==> config.mk <==
export PLATFORM = sky130hd
export DESIGN_NAME = tilt_alarm_controller
export DESIGN_NICKNAME = d
export VERILOG_FILES = /design/src/rtl/tac_pkg.sv /design/src/rtl/tac_cfg_regs.sv /design/src/rtl/tac_core.sv /design/src/rtl/tilt_alarm_controller.sv
export VERILOG_INCLUDE_DIRS = /design/src /design/src/rtl
export SDC_FILE = /design/constraint.sdc
export NUM_CORES = 1
export LEC_CHECK = 0
export BUFFER_PORTS_ARGS = -buffer_cell sky130_fd_sc_hd__buf_2
export CELL_PAD_IN_SITES_DETAIL_PLACEMENT = 1
export CELL_PAD_IN_SITES_GLOBAL_PLACEMENT = 1
export CORE_ASPECT_RATIO = 0.75
export CORE_MARGIN = 2
export CORE_UTILIZATION = 49
export CTS_CLUSTER_DIAMETER = 150
export DETAILED_ROUTE_END_ITERATION = 10
export GPL_TIMING_DRIVEN = 1
export HOLD_SLACK_MARGIN = 0.08
export PLACE_DENSITY = 0.77
export REMOVE_ABC_BUFFERS = 1
export SETUP_SLACK_MARGIN = 0.05
export SLEW_MARGIN = 20
export SYNTH_ARGS = -nofsm -noshare
export SYNTH_HDL_FRONTEND = slang
export SYNTH_HIERARCHICAL = 1
export SYNTH_SLANG_ARGS = --single-unit
==> constraint.sdc <==
create_clock -name clk -period 14.22 [get_ports clk]
set_input_delay 0.711 -clock clk [delete_from_list [all_inputs] [get_ports clk]]
set_output_delay 0.711 -clock clk [all_outputs]
set_load 0.02 [all_outputs]
==> src/rtl/tilt_alarm_controller_defines.svh <==
// Assertion macros shared by the tilt alarm controller RTL.
// Each macro samples on clk; TAC_ASSERT is disabled while the active-low reset arst_n of the including module is low.
`ifndef TILT_ALARM_CONTROLLER_DEFINES_SVH
`define TILT_ALARM_CONTROLLER_DEFINES_SVH
`ifndef SYNTHESIS
`define TAC_ASSERT(lbl, prop, msg) \
	lbl: assert property (@(posedge clk) disable iff (!arst_n) prop) else $error(msg);
`define TAC_ASSERT_ALWAYS(lbl, prop, msg) \
	lbl: assert property (@(posedge clk) prop) else $error(msg);
`else
`define TAC_ASSERT(lbl, prop, msg)
`define TAC_ASSERT_ALWAYS(lbl, prop, msg)
`endif
`endif

==> src/rtl/tac_pkg.sv <==
// Types and constants for the tilt alarm controller.
// No dependencies; used by tac_cfg_regs, tac_core and tilt_alarm_controller.
package tac_pkg;

	localparam logic OP_TICK = 1'b0;
	localparam logic OP_CODE = 1'b1;

	localparam logic [1:0] CODE_PASSWORD  = 2'd0;
	localparam logic [1:0] CODE_RECONNECT = 2'd1;
	localparam logic [1:0] CODE_TEST      = 2'd2;

	localparam logic [2:0] CFG_TILT_LIMIT      = 3'd0;
	localparam logic [2:0] CFG_SIREN_TICKS     = 3'd1;
	localparam logic [2:0] CFG_SHOCK_WINDOW    = 3'd2;
	localparam logic [2:0] CFG_SHOCK_HOLDOFF   = 3'd3;
	localparam logic [2:0] CFG_SPEAKER_LEVEL   = 3'd4;
	localparam logic [2:0] CFG_ARMED_BLINK_GAP = 3'd5;
	localparam logic [2:0] CFG_DISARMED_BLINK  = 3'd6;

	localparam logic [7:0]  RST_TILT_LIMIT      = 8'd10;
	localparam logic [15:0] RST_SIREN_TICKS     = 16'd600;
	localparam logic [15:0] RST_SHOCK_WINDOW    = 16'd100;
	localparam logic [7:0]  RST_SHOCK_HOLDOFF   = 8'd10;
	localparam logic [7:0]  RST_SPEAKER_LEVEL   = 8'd140;
	localparam logic [9:0]  RST_ARMED_BLINK_GAP = 10'd100;
	localparam logic [7:0]  RST_DISARMED_BLINK  = 8'd5;

	localparam logic [7:0] EDGE_MAX  = 8'd255;
	localparam logic [7:0] SINCE_MAX = 8'd255;

	typedef struct packed {
		logic       opcode;
		logic       tilt_level;
		logic       tamper_level;
		logic [1:0] code_class;
		logic       link_up;
	} tac_item_t;

	typedef struct packed {
		logic [7:0]  tilt_limit;
		logic [15:0] siren_ticks;
		logic [15:0] shock_window_ticks;
		logic [7:0]  shock_holdoff_ticks;
		logic [7:0]  speaker_level;
		logic [9:0]  armed_blink_gap_ticks;
		logic [7:0]  disarmed_blink_ticks;
	} tac_cfg_t;

	typedef struct packed {
		logic       test_request;
		logic       reconnect_request;
		logic       tampered;
		logic       siren_active;
		logic       alarm_status;
		logic       armed_status;
		logic [7:0] speaker_drive;
		logic       lamp_right;
		logic       lamp_left;
	} tac_result_t;

endpackage

==> src/rtl/tac_cfg_regs.sv <==
// Configuration register file of the tilt alarm controller.
// Depends on tac_pkg for register indexes, reset values and the tac_cfg_t bundle.
module tac_cfg_regs (
	input  logic              clk,
	input  logic              arst_n,
	input  logic              cfg_valid,
	output logic              cfg_ready,
	input  logic [2:0]        cfg_index,
	input  logic [15:0]       cfg_data,
	output tac_pkg::tac_cfg_t cfg
);
	import tac_pkg::*;

	tac_cfg_t cfg_q;

	assign cfg_ready = 1'b1;
	assign cfg = cfg_q;

	always_ff @(posedge clk or negedge arst_n) begin
		if (!arst_n) begin
			cfg_q.tilt_limit            <= RST_TILT_LIMIT;
			cfg_q.siren_ticks           <= RST_SIREN_TICKS;
			cfg_q.shock_window_ticks    <= RST_SHOCK_WINDOW;
			cfg_q.shock_holdoff_ticks   <= RST_SHOCK_HOLDOFF;
			cfg_q.speaker_level         <= RST_SPEAKER_LEVEL;
			cfg_q.armed_blink_gap_ticks <= RST_ARMED_BLINK_GAP;
			cfg_q.disarmed_blink_ticks  <= RST_DISARMED_BLINK;
		end else if (cfg_valid) begin
			case (cfg_index)
				CFG_TILT_LIMIT:      cfg_q.tilt_limit            <= cfg_data[7:0];
				CFG_SIREN_TICKS:     cfg_q.siren_ticks           <= cfg_data;
				CFG_SHOCK_WINDOW:    cfg_q.shock_window_ticks    <= cfg_data;
				CFG_SHOCK_HOLDOFF:   cfg_q.shock_holdoff_ticks   <= cfg_data[7:0];
				CFG_SPEAKER_LEVEL:   cfg_q.speaker_level         <= cfg_data[7:0];
				CFG_ARMED_BLINK_GAP: cfg_q.armed_blink_gap_ticks <= cfg_data[9:0];
				CFG_DISARMED_BLINK:  cfg_q.disarmed_blink_ticks  <= cfg_data[7:0];
				default: ;
			endcase
		end
	end

endmodule

==> src/rtl/tac_core.sv <==
// Alarm state and its single-pass update for one tick or code entry.
// Depends on tac_pkg and the assertion macros in tilt_alarm_controller_defines.svh.
`include "tilt_alarm_controller_defines.svh"
module tac_core (
	input  logic                 clk,
	input  logic                 arst_n,
	input  logic                 fire,
	input  tac_pkg::tac_item_t   item,
	input  tac_pkg::tac_cfg_t    cfg,
	output tac_pkg::tac_result_t res
);
	import tac_pkg::*;

	logic        armed_q, alarm_q, ref_q, spk_en_q, spk_ph_q, led_ph_q;
	logic        tamper_q, left_q, right_q;
	logic [7:0]  edges_q, since_q;
	logic [15:0] siren_q, shock_q;
	logic [9:0]  cd_q;

	logic        armed_n, alarm_n, ref_n, spk_en_n, spk_ph_n, led_ph_n;
	logic        tamper_n, left_n, right_n;
	logic [7:0]  edges_n, since_n;
	logic [15:0] siren_n, shock_n;
	logic [9:0]  cd_n;
	logic        reconnect, test;
	logic [9:0]  dis_reload, gap_reload;

	assign dis_reload = (cfg.disarmed_blink_ticks == 8'd0) ? 10'd1
		: {2'b00, cfg.disarmed_blink_ticks};
	assign gap_reload = (cfg.armed_blink_gap_ticks == 10'd0) ? 10'd1
		: cfg.armed_blink_gap_ticks;

	always_comb begin
		armed_n   = armed_q;
		alarm_n   = alarm_q;
		ref_n     = ref_q;
		spk_en_n  = spk_en_q;
		spk_ph_n  = spk_ph_q;
		led_ph_n  = led_ph_q;
		tamper_n  = tamper_q;
		left_n    = left_q;
		right_n   = right_q;
		edges_n   = edges_q;
		since_n   = since_q;
		siren_n   = siren_q;
		shock_n   = shock_q;
		cd_n      = cd_q;
		reconnect = 1'b0;
		test      = 1'b0;
		if (item.opcode == OP_TICK) begin
			// Timers advance before anything looks at them.
			if (siren_q != 16'd0) siren_n = siren_q - 16'd1;
			if (shock_q != 16'd0) begin
				shock_n = shock_q - 16'd1;
			end else if (since_q != SINCE_MAX) begin
				since_n = since_q + 8'd1;
			end
			if (armed_q && !alarm_q && (item.tilt_level != ref_q)) begin
				if (edges_q != EDGE_MAX) edges_n = edges_q + 8'd1;
				ref_n = item.tilt_level;
				if (edges_n > cfg.tilt_limit) begin
					alarm_n  = 1'b1;
					spk_en_n = 1'b1;
					siren_n  = cfg.siren_ticks;
					cd_n     = 10'd1;
				end
			end else if (!armed_q && (item.tilt_level != ref_q) && (shock_n == 16'd0)
					&& (since_n >= cfg.shock_holdoff_ticks)) begin
				ref_n   = item.tilt_level;
				shock_n = cfg.shock_window_ticks;
				since_n = 8'd0;
			end
			if (item.tamper_level) tamper_n = 1'b1;
			if (spk_en_n) spk_ph_n = !spk_ph_q;
			if (cd_n <= 10'd1) begin
				if (armed_q) begin
					if (alarm_n) begin
						left_n   = led_ph_q;
						right_n  = led_ph_q;
						led_ph_n = !led_ph_q;
						cd_n     = 10'd1;
					end else begin
						left_n = 1'b0;
						if (led_ph_q) begin
							right_n  = 1'b1;
							led_ph_n = 1'b0;
							cd_n     = 10'd1;
						end else begin
							right_n  = 1'b0;
							led_ph_n = 1'b1;
							cd_n     = gap_reload;
						end
					end
				end else begin
					if (shock_n != 16'd0) begin
						left_n   = led_ph_q;
						right_n  = !led_ph_q;
						led_ph_n = !led_ph_q;
					end else begin
						left_n  = 1'b0;
						right_n = 1'b0;
					end
					cd_n = dis_reload;
				end
				if (!item.link_up) left_n = 1'b1;
			end else begin
				cd_n = cd_n - 10'd1;
			end
		end else begin
			case (item.code_class)
				CODE_PASSWORD: begin
					armed_n  = !armed_q;
					alarm_n  = 1'b0;
					spk_en_n = 1'b0;
					if (armed_q) begin
						right_n = 1'b1;
						cd_n    = dis_reload;
					end else begin
						left_n  = 1'b1;
						right_n = 1'b1;
						edges_n = 8'd0;
					end
				end
				CODE_RECONNECT: begin
					if (!armed_q) begin
						reconnect = 1'b1;
						right_n   = 1'b1;
					end
				end
				CODE_TEST: begin
					if (!armed_q) test = 1'b1;
				end
				default: ;
			endcase
		end
	end

	always_comb begin
		res.lamp_left         = left_n;
		res.lamp_right        = right_n;
		res.speaker_drive     = (spk_en_n && (siren_n != 16'd0) && !spk_ph_n)
			? cfg.speaker_level : 8'd0;
		res.armed_status      = armed_n;
		res.alarm_status      = alarm_n;
		res.siren_active      = (siren_n != 16'd0);
		res.tampered          = tamper_n;
		res.reconnect_request = reconnect;
		res.test_request      = test;
	end

	always_ff @(posedge clk or negedge arst_n) begin
		if (!arst_n) begin
			armed_q  <= 1'b1;
			alarm_q  <= 1'b0;
			ref_q    <= 1'b0;
			spk_en_q <= 1'b0;
			spk_ph_q <= 1'b0;
			led_ph_q <= 1'b0;
			tamper_q <= 1'b0;
			left_q   <= 1'b0;
			right_q  <= 1'b0;
			edges_q  <= 8'd0;
			since_q  <= SINCE_MAX;
			siren_q  <= 16'd0;
			shock_q  <= 16'd0;
			cd_q     <= {2'b00, RST_DISARMED_BLINK};
		end else if (fire) begin
			armed_q  <= armed_n;
			alarm_q  <= alarm_n;
			ref_q    <= ref_n;
			spk_en_q <= spk_en_n;
			spk_ph_q <= spk_ph_n;
			led_ph_q <= led_ph_n;
			tamper_q <= tamper_n;
			left_q   <= left_n;
			right_q  <= right_n;
			edges_q  <= edges_n;
			since_q  <= since_n;
			siren_q  <= siren_n;
			shock_q  <= shock_n;
			cd_q     <= cd_n;
		end
	end

	// The alarm can only trip while armed, and a password entry clears the alarm and toggles the armed state.
	`TAC_ASSERT(a_alarm_needs_armed, alarm_q |-> armed_q, "alarm set while disarmed")
	// The speaker is only enabled by a trip and silenced with the alarm.
	`TAC_ASSERT(a_speaker_needs_alarm, spk_en_q |-> alarm_q, "speaker enabled without alarm")
	// Every reload of the LED countdown is at least one tick; reset loads a nonzero value.
	`TAC_ASSERT_ALWAYS(a_led_countdown_nonzero, !arst_n || (cd_q != 10'd0), "LED countdown reached zero")
	// Request pulses come from different codes and never share one result.
	`TAC_ASSERT(a_requests_exclusive, !(reconnect && test), "both request pulses set")

endmodule

==> src/rtl/tilt_alarm_controller.sv <==
// Top level of the tilt alarm controller: input register, state core, result register.
// Depends on tac_pkg, tac_cfg_regs and tac_core.
//
//  channel | direction | handshake          | payload
//  s_*     | in        | s_tvalid/s_tready  | s_tuser = opcode, s_tdata = sensor levels, code
//  m_*     | out       | m_tvalid/m_tready  | m_tdata = LEDs, speaker, status, request pulses
//  cfg_*   | in        | cfg_valid/cfg_ready| cfg_index selects register, cfg_data is value
//
// Each request is held in the input register and is then evaluated in a single pass
// against the alarm state, producing its result into the output register, so one
// request is taken every cycle when m_tready stays high. The throughput rests on the
// state update in tac_core being done in a single pass per request.
// Reset is asynchronous and active low; it restores the armed state and the register
// defaults. A stalled result holds the output register, and the input register still
// takes one further request; after that s_tready drops until the result is taken.
module tilt_alarm_controller (
	input  logic        clk,
	input  logic        arst_n,
	input  logic        s_tvalid,
	output logic        s_tready,
	input  logic [7:0]  s_tdata,   // [0] tilt_level, [1] tamper_level, [3:2] code_class,
	                               // [4] link_up, [7:5] zero
	input  logic        s_tuser,   // [0] opcode: 0 tick, 1 code entry
	output logic        m_tvalid,
	input  logic        m_tready,
	output logic [15:0] m_tdata,   // [0] lamp_left, [1] lamp_right, [9:2] speaker_drive,
	                               // [10] armed_status, [11] alarm_status, [12] siren_active,
	                               // [13] tampered, [14] reconnect_request, [15] test_request
	input  logic        cfg_valid,
	output logic        cfg_ready,
	input  logic [2:0]  cfg_index,
	input  logic [15:0] cfg_data
);
	import tac_pkg::*;

	tac_cfg_t    cfg;
	tac_item_t   item_s1;
	logic        valid_s1;
	tac_result_t res;
	logic        advance;
	logic        out_valid_q;
	tac_result_t out_q;

	// The item moves into the result register whenever that register is free or drains.
	assign advance  = valid_s1 && (!out_valid_q || m_tready);
	assign s_tready = !valid_s1 || advance;

	tac_cfg_regs u_cfg (
		.clk       (clk),
		.arst_n    (arst_n),
		.cfg_valid (cfg_valid),
		.cfg_ready (cfg_ready),
		.cfg_index (cfg_index),
		.cfg_data  (cfg_data),
		.cfg       (cfg)
	);

	tac_core u_core (
		.clk    (clk),
		.arst_n (arst_n),
		.fire   (advance),
		.item   (item_s1),
		.cfg    (cfg),
		.res    (res)
	);

	always_ff @(posedge clk or negedge arst_n) begin
		if (!arst_n) begin
			valid_s1 <= 1'b0;
		end else if (s_tready) begin
			valid_s1 <= s_tvalid;
		end
	end

	// Payload registers carry no reset.
	always_ff @(posedge clk) begin
		if (s_tvalid && s_tready) begin
			item_s1.opcode       <= s_tuser;
			item_s1.tilt_level   <= s_tdata[0];
			item_s1.tamper_level <= s_tdata[1];
			item_s1.code_class   <= s_tdata[3:2];
			item_s1.link_up      <= s_tdata[4];
		end
		if (advance) begin
			out_q <= res;
		end
	end

	always_ff @(posedge clk or negedge arst_n) begin
		if (!arst_n) begin
			out_valid_q <= 1'b0;
		end else if (advance) begin
			out_valid_q <= 1'b1;
		end else if (m_tready) begin
			out_valid_q <= 1'b0;
		end
	end

	assign m_tvalid = out_valid_q;
	assign m_tdata  = out_q;

endmodule
==> run_results.csv <==
group,metric,value,unit
grt,grt_pass1_wl,43.3,mm
timing,min_period,5.59,ns
placed_design,dpl.hpwl,18.4,mm
timing,clock_skew,0.0115,ns
routing,drtPass1Iterations,5,
pwr,p_per_area,168,nW/um2
logic_synthesis,syn_avg_cell_area,10.3,um2
floorplanning,fp-row-count,43,
grt,grt_max_degree,83,
floorplanning,initial_core_util,49.9,%
timing,setup_ws,8.63,ns
timing,max_freq,179,MHz
pwr,combPwrFrac,29.9,%
timing,fin_tns_setup,0,ns
final_layout,drive_gt1_share,22.8,%
logic_synthesis,ys_ff_latch,165,
logic_synthesis,synth_cells,899,
timing,whs,0.318,ns
clocking,cts_hold_buf,0,
floorplanning,die_h,123,um
floorplanning,die_w,163,um
clocking,clk-insertion-delay-late,0.43,ns
placed_design,portBuffers,47,
routing,ant_nets,0,
worst_setup_path,start_kind,"register",
pwr,switchingPower,0.000655,W
clocking,cts_sinks,165,
pwr,irDropWorstVdd,68.2,uV
timing,relSlewSlack,24.8,%
logic_synthesis,synth_top_cell_area_share,30.6,%
grt,grtUsageTotal,28.0,%
pwr,p_sw_share,38.2,%
clocking,ctsRootBufferMaster,"clkbuf_16",
timing,setup_violations,0,
final_layout,nNetsFinal,983,
pwr,p_leak,4.27,nW
placed_design,dp_slack,8.80,ns
logic_synthesis,yosysSeqAreaShare,46.3,%
timing,slew_viol_final,0,
logic_synthesis,ys_warn_count,6,
logic_synthesis,synthesis.area,9240,um2
final_layout,diodes,0,
floorplanning,core_area,18500,um2
routing,first_iter_violations,555,
pwr,p_int,0.00106,W
clocking,clk_pin_slew_worst_paths,0.07,ns
grt,grt.overflow.total,0,
clocking,clock_tree.buffer_depth,2,
worst_setup_path,crit_path_end_kind,"register",
worst_setup_path,critPathKind,"reg -> reg",
routing,via_per_inst,6.26,
timing,worst_slew_pin_slew,1.12,ns
clocking,post_cts_buffers,0,
placed_design,gp_congestion,0.904,
timing,hold_violations,0,
floorplanning,io_pins,52,
clocking,cts_buffers,17,
timing,min_period_over_period,39.3,%
worst_setup_path,path_max_fanout,22,
pwr,p_seq_share,43.8,%
min_path,hold_path.class,"in -> async",
run,drv_cap,0,
clocking,cts_tree,"built",
final_layout,nFillCells,2067,
routing,vias,7435,
clocking,cts_resized,0,
worst_setup_path,crit_required,14.40,ns
routing,wl,26.9,mm
timing,rsz0062_at_grt,"no",
run_status,status,"complete, no violations",
logic_synthesis,async_reset_ff_share,86.7,%
grt,grt_pass1_vias,7760,
routing,drc,0,
logic_synthesis,ys.flop_type,"dfrtp_1",
floorplanning,die_area,20000,um2
grt,antenna_found_initial,0,
final_layout,syn2layout_area_growth,10.2,%
clocking,ctsHtreeMaxLevel,4,
worst_setup_path,worstPathArrival,5.77,ns
pwr,clkPwrFrac,26.3,%
logic_synthesis,synth_cell_types,79,
logic_synthesis,synth.area.top_cells,"dfrtp_1, dfstp_2, mux2_2, edfxtp_1, mux2_4",
logic_synthesis,yosysTopAreaCell,"dfrtp_1",
routing,wl_per_cell,22.7,um
logic_synthesis,synth_edf_count,22,
-- Yosys cell counts, types with 6 or more instances --
| cell | n |
|---|---|
| nand3_1 | 29 |
| nor2_1 | 62 |
| nor4_1 | 21 |
| o21a_1 | 8 |
| nand2_1 | 73 |
| inv_1 | 38 |
| o22ai_1 | 6 |
| o21ai_0 | 52 |
| a21o_1 | 8 |
| mux2i_1 | 10 |
| a21oi_1 | 52 |
| dfstp_2 | 30 |
| or4_1 | 11 |
| clkbuf_1 | 26 |
| nor4b_1 | 12 |
| ha_1 | 23 |
| mux2_2 | 61 |
| o21ai_1 | 10 |
| dfrtp_1 | 113 |
| nand2b_1 | 12 |
| o31ai_1 | 9 |
| mux2_4 | 21 |
| edfxtp_1 | 22 |
| and3_1 | 9 |
| a31oi_1 | 7 |
| xor2_1 | 7 |
| nand4_1 | 8 |
| buf_4 | 8 |
| nor3_1 | 18 |
| a22o_1 | 8 |
| xnor2_1 | 20 |
-- final cells by class --
type                    instances  area, um2  share of cell area [%]
clock buffers                  18        429                    4.21
clock inverters                14        138                    1.35
inverters                      39        146                    1.44
multi-input cells             650       4590                    45.1
flip-flops and latches        165       4280                    42.0
well taps                     247        309                    3.03
repair buffers                 54        294                    2.89
-- final timing paths --
check / end / start / slack (ns) / depth (start not counted)
worst max register to register: m_tdata[0] / u_core/shock_q[2] / 8.63 / 14
worst min-delay path: u_cfg/cfg[51] / arst_n / 0.32 / 1
max in group asynchronous: u_core/siren_q[3] / arst_n / 12.59 / 2
min in group clk: item_s1[1] / s_tdata[2] / 0.45 / 1
worst min register to register: u_core/since_q[7] / u_core/since_q[7] / 0.48 / 2
worst max-delay path: m_tdata[0] / u_core/shock_q[2] / 8.63 / 14
-- power by group through the flow --
stage,Clock (W),Sequential [W],Combinational [W]
6_report,0.000450,0.000750,0.000512
3_5_place_dp,0,0.000753,0.000497
4_1_cts,0.000459,0.000747,0.000507
3_3_place_gp,0,0.000742,0.000468
2_1_floorplan,0,0.000711,0.000361
5_1_grt,0.000478,0.000768,0.000564
-- through the flow --
step           power, W  utilization (%)  instances  area (um2)
3_3_place_gp    0.00121             52.0       1155        9620
6_report        0.00171             55.0       1187       10200
5_1_grt         0.00181             55.0       1187       10200
3_5_place_dp    0.00125             52.0       1155        9620
2_1_floorplan   0.00107                -        854        9000
4_1_cts         0.00171             55.0       1187       10200
-- cells by family (layout without fill, tap and decap cells) --
kind of cell / count (synthesis) / count (layout) / synth area share [%]
mux: 93 / 93 / 12.1
buf+inv: 84 / 125 / 4.13
compound gates: 206 / 206 / 14.1
simple gates: 300 / 300 / 17.7
fa+ha+maj: 23 / 23 / 3.12
xor+xnor: 27 / 27 / 2.56
flops: 165 / 165 / 46.3
other cells: 1 / 1 / 0.0406
-- placed cells by master (no fill, tap or decap), drive strengths merged, types with 6 or more instances in the layout --
cell type / synthesis / routed
dfrtp: 113 / 113
mux2: 83 / 83
nand2: 73 / 73
nor2: 62 / 62
o21ai: 62 / 62
buf: 19 / 54
a21oi: 52 / 52
inv: 39 / 48
dfstp: 30 / 30
nand3: 29 / 29
ha: 23 / 23
nor4: 23 / 23
edfxtp: 22 / 22
xnor2: 20 / 20
nor3: 18 / 18
clkbuf: 26 / 18
nor4b: 13 / 13
nand2b: 12 / 12
or4: 11 / 11
mux2i: 10 / 10
and3: 9 / 9
o31ai: 9 / 9
nand4: 9 / 9
o21a: 8 / 8
a21o: 8 / 8
a22o: 8 / 8
xor2: 7 / 7
a31oi: 7 / 7
o22ai: 6 / 6
or3: 6 / 6
-- per-layer routing --
| metal | vias to the layer above | track usage [%] | part of all wire [%] |
|---|---|---|---|
| met5 | - | 0 | 0 |
| met3 | 30 | 4.29 | 5.1 |
| li1 | 3368 | - | - |
| met4 | 0 | 7.80 | 1.5 |
| met1 | 3826 | 38.3 | 45 |
| met2 | 211 | 46.9 | 48 |
-- sequential cells by signal, summed over array words and instances (netlist names), 6 cells and up --
| name | count |
|---|---|
| item_s1 | 6 |
| m_tdata | 16 |
| u_cfg/cfg | 74 |
| u_core/cd_q | 10 |
| u_core/edges_q | 8 |
| u_core/shock_q | 16 |
| u_core/since_q | 8 |
| u_core/siren_q | 16 |
-- critical path: stages (launching register included) --
cell,delay (ns)
dfrtp_1,0.45
nor4_1,0.86
and4_1,0.58
and2_1,0.27
nand2_1,0.10
xnor2_1,0.16
ha_1,0.31
nand2_1,0.05
o21ai_0,0.15
a41oi_1,0.20
a211oi_2,0.27
nand4_2,0.68
mux2_4,0.57
or3_4,0.43
a22o_1,0.24
Power figures use the tool's default switching activity.
